--- config.mk ---
export PLATFORM = sky130hd
export DESIGN_NAME = near_duplicate_frame_sad_check
export DESIGN_NICKNAME = d
export VERILOG_FILES = /design/src/rtl/core/ndfsad_pkg.sv /design/src/rtl/core/near_duplicate_frame_sad_check.sv
export SDC_FILE = /design/constraint.sdc
export NUM_CORES = 2
export LEC_CHECK = 0
export BUFFER_PORTS_ARGS = -buffer_cell sky130_fd_sc_hd__buf_2
export CAP_MARGIN = 0
export CORE_MARGIN = 1
export CORE_UTILIZATION = 61
export CTS_CLUSTER_DIAMETER = 40
export CTS_CLUSTER_SIZE = 25
export DETAILED_ROUTE_END_ITERATION = 8
export PLACE_DENSITY = 0.78
export SKIP_CTS_REPAIR_TIMING = 1
export SYNTH_ARGS = -nofsm -noshare
export SYNTH_HDL_FRONTEND = slang
export SYNTH_SLANG_ARGS = --single-unit
--- constraint.sdc ---
create_clock -name clk -period 8.05 [get_ports clk]
set_input_delay 0.4025 -clock clk [delete_from_list [all_inputs] [get_ports clk]]
set_output_delay 0.4025 -clock clk [all_outputs]
set_load 0.02 [all_outputs]
--- src/rtl/core/ndfsad_pkg.sv ---
// Shared constants and row arithmetic for the near-duplicate frame SAD check.
package ndfsad_pkg;

    localparam int PIX_W        = 8;
    localparam int ROW_PIXELS   = 8;
    localparam int DIFF_PIXELS  = 4;
    localparam int BLOCK_ROWS   = 8;
    localparam int DIFF_DIVISOR = 30;

    localparam int ROW_W      = ROW_PIXELS * PIX_W;
    localparam int PIX_MAX    = (2 ** PIX_W) - 1;
    localparam int ROW_SAD_W  = $clog2(ROW_PIXELS * PIX_MAX + 1);
    localparam int ROW_DIFF_W = $clog2(DIFF_PIXELS * PIX_MAX + 1) + 1;
    localparam int ACC_W      = $clog2(BLOCK_ROWS * ROW_PIXELS * PIX_MAX + 1);
    localparam int ROW_CNT_W  = $clog2(BLOCK_ROWS);
    localparam int SUM_W      = 32;
    localparam int PROD_W     = SUM_W + $clog2(DIFF_DIVISOR + 1);

    localparam int BUDGET_W = 31;
    localparam int THR_W    = 14;
    localparam int BUSY_W   = 16;

    localparam int ADDR_W = 4;
    localparam int DATA_W = 32;

    localparam logic [1:0] REG_SAD_BUDGET      = 2'd0;
    localparam logic [1:0] REG_BLOCK_THRESHOLD = 2'd1;
    localparam logic [1:0] REG_BUSY_LIMIT      = 2'd2;

    // sum of absolute pixel differences over one row
    function automatic logic [ROW_SAD_W-1:0] row_sad_f(
        input logic [ROW_W-1:0] cur,
        input logic [ROW_W-1:0] refr
    );
        logic [PIX_W:0]         d;
        logic [PIX_W:0]         a;
        logic [ROW_SAD_W-1:0]   acc;
        acc = '0;
        for (int p = 0; p < ROW_PIXELS; p++)
        begin
            d   = {1'b0, cur[p*PIX_W +: PIX_W]} - {1'b0, refr[p*PIX_W +: PIX_W]};
            a   = d[PIX_W] ? (~d + 1'b1) : d;
            acc = acc + ROW_SAD_W'(a[PIX_W-1:0]);
        end
        return acc;
    endfunction

    // signed difference sum over the left pixels of one row
    function automatic logic signed [ROW_DIFF_W-1:0] row_diff_f(
        input logic [ROW_W-1:0] cur,
        input logic [ROW_W-1:0] refr
    );
        logic [PIX_W:0]                 d;
        logic signed [ROW_DIFF_W-1:0]   acc;
        acc = '0;
        for (int p = 0; p < DIFF_PIXELS; p++)
        begin
            d   = {1'b0, cur[p*PIX_W +: PIX_W]} - {1'b0, refr[p*PIX_W +: PIX_W]};
            acc = acc + $signed({{(ROW_DIFF_W-PIX_W-1){d[PIX_W]}}, d});
        end
        return acc;
    endfunction

endpackage

--- src/rtl/core/near_duplicate_frame_sad_check.sv ---
// Near-duplicate frame check by block SAD: row pipeline, frame state and result register.
//
// Takes one row item (eight current and eight reference luma bytes) per clock unless
// item_stall is high, and gives one result per frame, on the row flagged last_in_frame.
// That row passes the s1, s2, frame-end snapshot and result registers. The row rate is
// set by the frame-state update: block accumulate, threshold and budget compare/subtract
// are combinational. A finished result waits in its own register while rows of the next
// frame keep flowing; a frame end stalls only while two earlier results are still held.
// Budget and busy-limit writes take effect at the next frame start; the block threshold
// is used as it stands when each block closes. The absolute diff test against budget/30
// is done as |sum|*30 > budget.
module near_duplicate_frame_sad_check
    import ndfsad_pkg::*;
(
    input  logic                clk,
    input  logic                rst_n,

    input  logic                psel,
    input  logic                penable,
    input  logic                pwrite,
    input  logic [ADDR_W-1:0]   paddr,
    input  logic [DATA_W-1:0]   pwdata,
    output logic [DATA_W-1:0]   prdata,
    output logic                pready,

    input  logic                item_valid,
    output logic                item_stall,
    input  logic [ROW_W-1:0]    cur_row,
    input  logic [ROW_W-1:0]    ref_row,
    input  logic                last_in_frame,

    output logic                result_valid,
    input  logic                result_stall,
    output logic [BUDGET_W-1:0] remaining_budget
);

    localparam int CMP_W = (ACC_W > THR_W) ? ACC_W : THR_W;

    // configuration
    logic [BUDGET_W-1:0]    cfg_budget_reg;
    logic [THR_W-1:0]       cfg_thr_reg;
    logic [BUSY_W-1:0]      cfg_busy_reg;
    logic                   cfg_write;

    // pipeline
    logic                   s1_valid_reg;
    logic [ROW_W-1:0]       s1_cur_reg;
    logic [ROW_W-1:0]       s1_ref_reg;
    logic                   s1_last_reg;

    logic                           s2_valid_reg;
    logic [ROW_SAD_W-1:0]           s2_sad_reg;
    logic signed [ROW_DIFF_W-1:0]   s2_diff_reg;
    logic                           s2_last_reg;

    // frame state
    logic                       open_reg;
    logic [BUDGET_W-1:0]        budget_left_reg, budget_left_next;
    logic [BUDGET_W-1:0]        frame_budget_reg, frame_budget_next;
    logic [BUSY_W-1:0]          busy_left_reg, busy_left_next;
    logic [ACC_W-1:0]           acc_reg, acc_next;
    logic [ROW_CNT_W-1:0]       row_reg, row_next;
    logic signed [SUM_W-1:0]    sum_reg, sum_next;
    logic                       failed_reg, failed_next;

    // frame-end snapshot and result
    logic                       fin_valid_reg;
    logic signed [SUM_W-1:0]    fin_sum_reg;
    logic                       fin_failed_reg;
    logic [BUDGET_W-1:0]        fin_left_reg;
    logic [BUDGET_W-1:0]        fin_fbud_reg;
    logic signed [PROD_W-1:0]   fin_nfbud_reg;
    logic signed [PROD_W-1:0]   nfbud_next;

    logic                   res_valid_reg;
    logic [BUDGET_W-1:0]    res_budget_reg;

    // flow control
    logic res_free, fin_go, fin_free, s2_go, s2_free, s1_free, item_take;

    logic                       start;
    logic [ACC_W-1:0]           acc_sum;
    logic [SUM_W:0]             sum_ext;
    logic                       row_end;
    logic signed [PROD_W-1:0]   prod;
    logic                       too_diff;

    assign pready    = 1'b1;
    assign cfg_write = psel && penable && pwrite && pready;

    always_comb
    begin
        unique case (paddr[3:2])
            REG_SAD_BUDGET:      prdata = DATA_W'(cfg_budget_reg);
            REG_BLOCK_THRESHOLD: prdata = DATA_W'(cfg_thr_reg);
            REG_BUSY_LIMIT:      prdata = DATA_W'(cfg_busy_reg);
            default:             prdata = '0;
        endcase
    end

    always_ff @(posedge clk or negedge rst_n)
    begin
        if (!rst_n)
        begin
            cfg_budget_reg <= '0;
            cfg_thr_reg    <= '0;
            cfg_busy_reg   <= '0;
        end
        else if (cfg_write)
        begin
            unique case (paddr[3:2])
                REG_SAD_BUDGET:      cfg_budget_reg <= pwdata[BUDGET_W-1:0];
                REG_BLOCK_THRESHOLD: cfg_thr_reg    <= pwdata[THR_W-1:0];
                REG_BUSY_LIMIT:      cfg_busy_reg   <= pwdata[BUSY_W-1:0];
                default:             ;
            endcase
        end
    end

    assign res_free   = !res_valid_reg || !result_stall;
    assign fin_go     = fin_valid_reg && res_free;
    assign fin_free   = !fin_valid_reg || res_free;
    assign s2_go      = s2_valid_reg && (!s2_last_reg || fin_free);
    assign s2_free    = !s2_valid_reg || s2_go;
    assign s1_free    = !s1_valid_reg || s2_free;
    assign item_stall = !s1_free;
    assign item_take  = item_valid && s1_free;

    // frame state update for the row in stage 2
    always_comb
    begin
        start             = !open_reg;
        budget_left_next  = start ? cfg_budget_reg : budget_left_reg;
        frame_budget_next = start ? cfg_budget_reg : frame_budget_reg;
        busy_left_next    = start ? cfg_busy_reg : busy_left_reg;
        acc_next          = start ? '0 : acc_reg;
        row_next          = start ? '0 : row_reg;
        sum_next          = start ? '0 : sum_reg;
        failed_next       = start ? 1'b0 : failed_reg;

        acc_sum = acc_next + ACC_W'(s2_sad_reg);
        row_end = (row_next == ROW_CNT_W'(BLOCK_ROWS - 1));
        sum_ext = {sum_next[SUM_W-1], sum_next}
                + {{(SUM_W+1-ROW_DIFF_W){s2_diff_reg[ROW_DIFF_W-1]}}, s2_diff_reg};

        if (!failed_next)
        begin
            if (sum_ext[SUM_W] != sum_ext[SUM_W-1])
                sum_next = sum_ext[SUM_W] ? {1'b1, {(SUM_W-1){1'b0}}}
                                          : {1'b0, {(SUM_W-1){1'b1}}};
            else
                sum_next = $signed(sum_ext[SUM_W-1:0]);

            if (row_end)
            begin
                acc_next = '0;
                row_next = '0;
                if (CMP_W'(acc_sum) > CMP_W'(cfg_thr_reg))
                begin
                    if (busy_left_next == '0)
                        failed_next = 1'b1;
                    else
                        busy_left_next = busy_left_next - 1'b1;
                end
                if (!failed_next)
                begin
                    if (BUDGET_W'(acc_sum) > budget_left_next)
                        failed_next = 1'b1;
                    else
                        budget_left_next = budget_left_next - BUDGET_W'(acc_sum);
                end
            end
            else
            begin
                acc_next = acc_sum;
                row_next = ROW_CNT_W'(row_next + 1'b1);
            end
        end

        nfbud_next = PROD_W'(0) - $signed(PROD_W'(frame_budget_next));
    end

    assign prod     = PROD_W'(fin_sum_reg) * $signed(PROD_W'(DIFF_DIVISOR));
    assign too_diff = (prod > $signed(PROD_W'(fin_fbud_reg))) || (prod < fin_nfbud_reg);

    always_ff @(posedge clk or negedge rst_n)
    begin
        if (!rst_n)
        begin
            s1_valid_reg     <= 1'b0;
            s2_valid_reg     <= 1'b0;
            fin_valid_reg    <= 1'b0;
            res_valid_reg    <= 1'b0;
            open_reg         <= 1'b0;
            budget_left_reg  <= '0;
            frame_budget_reg <= '0;
            busy_left_reg    <= '0;
            acc_reg          <= '0;
            row_reg          <= '0;
            sum_reg          <= '0;
            failed_reg       <= 1'b0;
        end
        else
        begin
            if (s1_free)
                s1_valid_reg <= item_valid;
            if (s2_free)
                s2_valid_reg <= s1_valid_reg;

            if (s2_go)
            begin
                open_reg         <= !s2_last_reg;
                budget_left_reg  <= budget_left_next;
                frame_budget_reg <= frame_budget_next;
                busy_left_reg    <= busy_left_next;
                acc_reg          <= acc_next;
                row_reg          <= row_next;
                sum_reg          <= sum_next;
                failed_reg       <= failed_next;
            end

            if (s2_go && s2_last_reg)
                fin_valid_reg <= 1'b1;
            else if (fin_go)
                fin_valid_reg <= 1'b0;

            if (fin_go)
                res_valid_reg <= 1'b1;
            else if (!result_stall)
                res_valid_reg <= 1'b0;
        end
    end

    always_ff @(posedge clk)
    begin
        if (item_take)
        begin
            s1_cur_reg  <= cur_row;
            s1_ref_reg  <= ref_row;
            s1_last_reg <= last_in_frame;
        end
        if (s2_free && s1_valid_reg)
        begin
            s2_sad_reg  <= row_sad_f(s1_cur_reg, s1_ref_reg);
            s2_diff_reg <= row_diff_f(s1_cur_reg, s1_ref_reg);
            s2_last_reg <= s1_last_reg;
        end
        if (s2_go && s2_last_reg)
        begin
            fin_sum_reg    <= sum_next;
            fin_failed_reg <= failed_next;
            fin_left_reg   <= budget_left_next;
            fin_fbud_reg   <= frame_budget_next;
            fin_nfbud_reg  <= nfbud_next;
        end
        if (fin_go)
            res_budget_reg <= (fin_failed_reg || too_diff) ? '0 : fin_left_reg;
    end

    assign result_valid     = res_valid_reg;
    assign remaining_budget = res_budget_reg;

    // a failed frame leaves the budget alone until frame end
    a_failed_budget_frozen: assert property (
        @(posedge clk) disable iff (!rst_n)
        (s2_go && open_reg && failed_reg) |=> $stable(budget_left_reg)
    ) else $error("budget changed in a failed frame");

    // budget only shrinks within a frame
    a_budget_monotonic: assert property (
        @(posedge clk) disable iff (!rst_n)
        (s2_go && open_reg) |=> (budget_left_reg <= $past(budget_left_reg))
    ) else $error("budget grew within a frame");

    // input stalls only while the input register holds an item
    a_stall_has_item: assert property (
        @(posedge clk) disable iff (!rst_n)
        item_stall |-> s1_valid_reg
    ) else $error("input stalled with empty row stage");

endmodule

After elaboration in Yosys (flattened, before gate mapping)

Index checks and enable logic that the tools add are counted.

Output and inout bits: 66
Register bits: 509
Logic and storage cells: 147
Input port bits: 172

Add/sub/neg operators: 32
Equal/unequal tests: 5
Multiply operators: 1
Reduce and logical (&&, ||, !) cells: 27
Mux-type cells: 43
Bitwise logic cells: 8
Order comparisons: 4

Operators by type and width:

| kind                    | count |
|---|---|
| $mux W31                | 6 |
| $mux W32                | 4 |
| $pmux W31 S3            | 1 |
| $mux W16                | 5 |
| $sub A8 B8 Y9           | 8 |
| $add A8 B1 Y8 const B   | 8 |
| $mux W8                 | 8 |
| $not A8 Y8              | 8 |
| $add A11 B8 Y11         | 4 |
| $mux W14                | 3 |
| $gt A37 B32 Y1          | 1 |
| $lt A37 B37 Y1          | 1 |
| $mul A32 B5 Y36 const B | 1 |
| $add A32 B11 Y33        | 1 |
| $sub A1 B31 Y32 const A | 1 |
| $gt A14 B31 Y1          | 1 |
| $sub A31 B14 Y31        | 1 |
| $logic_not A16 Y1       | 1 |
| $sub A16 B1 Y16 const B | 1 |
| $add A14 B11 Y14        | 1 |
| $gt A14 B14 Y1          | 1 |
| $mux W1                 | 13 |
| $add A10 B8 Y11         | 1 |
| $add A10 B9 Y11         | 1 |
| other kinds (17)        | 39 |

Logic depth before layout (Yosys ltp)

Word-level depth: 11
Gate-level depth with buffers: 34

Least setup slack after synthesis

OpenSTA, ideal clock, no wires.

Path kind: flip-flop to flip-flop
Start point: reg open_reg
End point: reg busy_left_reg[14]
Path slack: 1368 ps
Data arrival time: 6556 ps
Stages on the path, launching flop included: 32
Path buffers: 10
Required time: 7924 ps
Cells stage by stage: dfrtp_1 > buf_6 > buf_6 > buf_6 > buf_6 > clkbuf_1 > buf_2 > buf_1 > buf_2 > buf_2 > clkbuf_1 > and2_1 > ha_1 > a21o_1 > a21oi_1 > o21ai_0 > a311o_1 > a21o_1 > a21o_1 > nand3_1 > xor2_1 > nor2_1 > ha_1 > and3_1 > nand4_1 > or3_1 > nor3b_1 > o211ai_1 > or2_1 > or4_1 > xnor2_1 > a221o_1

Word-level cells in the longest chain between the ends: 6
Elaborated cells on any way between the ends: 13

Ends and longest elaborated chain:

| what                                              | RTL line                                                                     | text |
|---|---|---|
| start, declared                                   | near_duplicate_frame_sad_check.sv:57                                         | `logic open_reg;` |
| start signal, assigned                            | near_duplicate_frame_sad_check.sv:212                                        | `open_reg <= !s2_last_reg;` |
| $mux W14 / $mux W16 (equally long branches)       | near_duplicate_frame_sad_check.sv:136, near_duplicate_frame_sad_check.sv:135 |  |
| $add A14 B11 Y14, or another cell as far along    | near_duplicate_frame_sad_check.sv:141                                        | `acc_sum = acc_next + ACC_W'(s2_sad_reg);` |
| $gt A14 B14 Y1 / $mux W16 (equally long branches) | near_duplicate_frame_sad_check.sv:158, near_duplicate_frame_sad_check.sv:160 |  |
| $mux W16                                          | near_duplicate_frame_sad_check.sv:158                                        | `if (CMP_W'(acc_sum) > CMP_W'(cfg_thr_reg))` |
| $mux W16                                          | near_duplicate_frame_sad_check.sv:154                                        | `if (row_end)` |
| $mux W16 *                                        | near_duplicate_frame_sad_check.sv:146                                        | `if (!failed_next)` |
| end signal, assigned                              | near_duplicate_frame_sad_check.sv:215                                        | `busy_left_reg <= busy_left_next;` |
| end, declared                                     | near_duplicate_frame_sad_check.sv:60                                         | `logic [BUSY_W-1:0] busy_left_reg, busy_left_next;` |

Mark *: on every way between the ends. The rest lies on a longest branch, timed or not.
A chain may end at the register's enable or synchronous reset.

Worst setup path in the final report

Start point: reg fin_sum_reg[3]
End point: reg res_budget_reg[17] (netlist: remaining_budget[17]) (data pin)

Word-level cells in the longest chain between the ends: 4
Elaborated cells on any way between the ends: 5

Ends and longest elaborated chain:

| what                                                    | RTL line                              | text |
|---|---|---|
| start, declared                                         | near_duplicate_frame_sad_check.sv:68  | `logic signed [SUM_W-1:0] fin_sum_reg;` |
| start signal, assigned                                  | near_duplicate_frame_sad_check.sv:250 | `fin_sum_reg <= sum_next;` |
| $mul A32 B5 Y36 *                                       | near_duplicate_frame_sad_check.sv:183 | `assign prod = PROD_W'(fin_sum_reg) * $signed(PROD_W'(DIFF_DIVISOR));` |
| $gt A37 B32 Y1 / $lt A37 B37 Y1 (equally long branches) | near_duplicate_frame_sad_check.sv:184 | `assign too_diff = (prod > $signed(PROD_W'(fin_fbud_reg))) \|\| (prod < fin_nfbud_reg);` |
| $logic_or A1 B1 Y1 *                                    | near_duplicate_frame_sad_check.sv:184 |  |
| $logic_or A1 B1 Y1 *                                    | near_duplicate_frame_sad_check.sv:257 | `res_budget_reg <= (fin_failed_reg \|\| too_diff) ? '0 : fin_left_reg;` |
| end signal, assigned                                    | near_duplicate_frame_sad_check.sv:257 |  |
| end, declared                                           | near_duplicate_frame_sad_check.sv:76  | `logic [BUDGET_W-1:0] res_budget_reg;` |

Marks and branches as above.

==> results.md <==
* #FFs+latches synth at roughly 500
* Clk root buf: clkbuf_16
* Core area at 57900 µm²
* Clock sinks at 503
* Largest net degree at the start of global routing at 83
* CP Data Required Time at roughly 8.5 ns
* GRT Util Overall at 27.7%
* Max_cap viols at 0
* Slew HR at 21.6%
* Io pins at 238
* DRT iter0 DRCs at 2026
* Most used routing layer in global routing: met2
* Total gr overflow at 0
* First-pass GRT wire length at 132000 µm
* Worst Path Max Fanout at 62
* Post-DP HPWL at 60100 µm
* Initial antenna violation count at 2
* Max Fclk at 0.142 GHz
* Post-route ant nets at 0
* Commonest non-fill, non-tap cell in the layout: inv_1
* Post-synth EDFFs at between 300 and 400
* CP Launch Type: register
* WL/cell at 18.5 µm
* Ratio of cells with drive above 1 in the final layout at 13.6%
* CP max-delay cell: fa_1
* Fin worst setup slack at 0.990 ns
* Setup crit end kind: register
* CP max stage delay at 0.51 ns
* R2r worst-path depth at 26
* Ys async rst share at around two fifths
* Worst hold path type: in -> reg
* Chip height at 244 µm
* Critical path arrival at between 7 and 8 ns
* YS warnings at 0
* Bufs on Longest Clock Path at 3
* Mapped Cells at approximately 3500
* Vias in the first global route at 26600
* Routed WL at ~88000 µm
* Fin crit period at 7.06 ns
* Grt met2 use at 46.9%
* WHS Path Cells at 2
* CTS Buf Count at 81
* Flop2flop setup slack at about 1 ns
* RePlAce Congestion at 0.929
* Post-Syn Nets at 4151
* Die width at 244 µm
* Port bufs at 232
* Pre-CTS setup slack at 1.09 ns
* Crit path kind: reg -> reg
* RSZ-0062 raised after global routing: false
* Area Overhead vs Synth at 17.2%
* Final Core Density at between 70 and 80%
* Final setup violating endpoints at 0
* Reg2reg start: fin_sum_reg[3]
* Skew-Pair Late Insertion Delay at 0.64 ns
* Vias at 27500
* Clock transition at path regs at about 0.06 ns
* Most frequent cells in the layout: 441 x inv_1, 325 x nand2_1, 309 x edfxtp_1, 303 x ha_1, 231 x buf_2
* Tcrit/Tclk final at 87.7%
* Slew Viols, Final at 0
* Met3 usage in global routing at 5.48%
* Average cell area after synthesis at between 10 and 15 µm²
* Fin. Hold Viols at 0
* Clk_skew at 0.0263 ns
* Most used cell, CP: ha_1
* Critical path startpoint: fin_sum_reg[3]
* Status: completed
* DRC Markers at 0
* CTS tree: done
* Met1 global-route usage at 34.2%
* Nets at about 4500
* Critical R2R Capture: remaining_budget[17]
* Row count at 88
* Post-Syn Area at 35800 µm²
* Worst Tran Pin Value at 1.18 ns
* H-tree level count at 3
* Hold Path End: cfg_budget_reg[23]
* Yosys cell types at between 80 and 90
* Starting Density at 61.9%
* Seq/Total Area, Yosys at 39.4%
* Top_reg_cell synth: edfxtp_1
* Hold path start: pwdata[23]
* Avg Vias per Cell at 5.81
* Drt pass-1 iters at 5
* Setup TNS at 0 ns
* Die area at 59700 µm²
-- kinds of logic after synthesis --
group,share of synthesized area (%)
AO/OA/AOI/OAI,12.7
XOR/XNOR,6.43
adder cells (fa/ha/maj),18.1
buffers and inverters,5.99
flip-flops,39.4
multiplexers,4.99
other,0.0210
AND/OR/NAND/NOR,12.4
-- cell type report --
cell class,count,area [µm²]
multi-input combinational,2486,19600
tap,765,957
timing repair buffer,396,2750
sequential,503,14100
clock inverter,60,742
antenna,1,2.50
fill,4031,15900
inverter,442,1660
clock buffer,91,2120
-- how the worst max path moves through the flow --
stage	depth (start not counted)	end
finish	26	remaining_budget[17]
global route	25	remaining_budget[17]
CTS	24	remaining_budget[17]
detailed placement	24	remaining_budget[14]
global placement	24	remaining_budget[19]
floorplan	31	busy_left_reg[14]
-- cells in the mapped netlist, drive strengths merged (32+ instances only) --
master	n	area [µm²]
mux2	96	1100
xnor2	173	1520
xor2	90	788
nand2	326	1220
clkbuf	78	293
a21o	78	586
buf	33	196
and2	73	457
nand3	75	390
fa	134	2680
ha	303	3790
nor2	178	668
o22ai	44	282
nor3	62	320
o21bai	38	285
a21oi	205	1030
o21ai	136	681
nor2b	48	300
nand2b	32	200
mux2i	68	692
inv	442	1660
dfrtp	194	4850
edfxtp	309	9280
-- critical path, delay by kind of cell, from the launching register on --
family | cells | cell delay (ns)
simple gates | 5 | 1.26
flops | 1 | 0.47
xor+xnor | 1 | 0.16
compound gates | 12 | 2.41
fa+ha+maj | 5 | 1.96
buf+inv | 3 | 0.57
-- per-layer routing --
| metal | wire [µm] | share of wire (%) | vias up |
|---|---|---|---|
| li1 | - | - | 13100 |
| met1 | 34900 | 40 | 13300 |
| met2 | 43300 | 49 | 961 |
| met3 | 5490 | 6.3 | 246 |
| met4 | 3870 | 4.4 | 0 |
| met5 | 0 | 0 | - |
-- per-stage QoR --
| stage | cell area [µm²] | instances | hold WS (ns) |
|---|---|---|---|
| final | 42000 | 4744 | 0.00827 |
| after global routing | 42000 | 4744 | 0.000842 |
| after CTS | 40600 | 4604 | -0.181 |
| after detailed placement | 37700 | 4453 | 0.412 |
| after global placement | 37700 | 4453 | 0.411 |
| after floorplan | 35800 | 3542 | 0.107 |
Power is left out: the tool's default activity adds up to more than one toggle a clock period on the data nets, which glitch-free logic cannot reach.
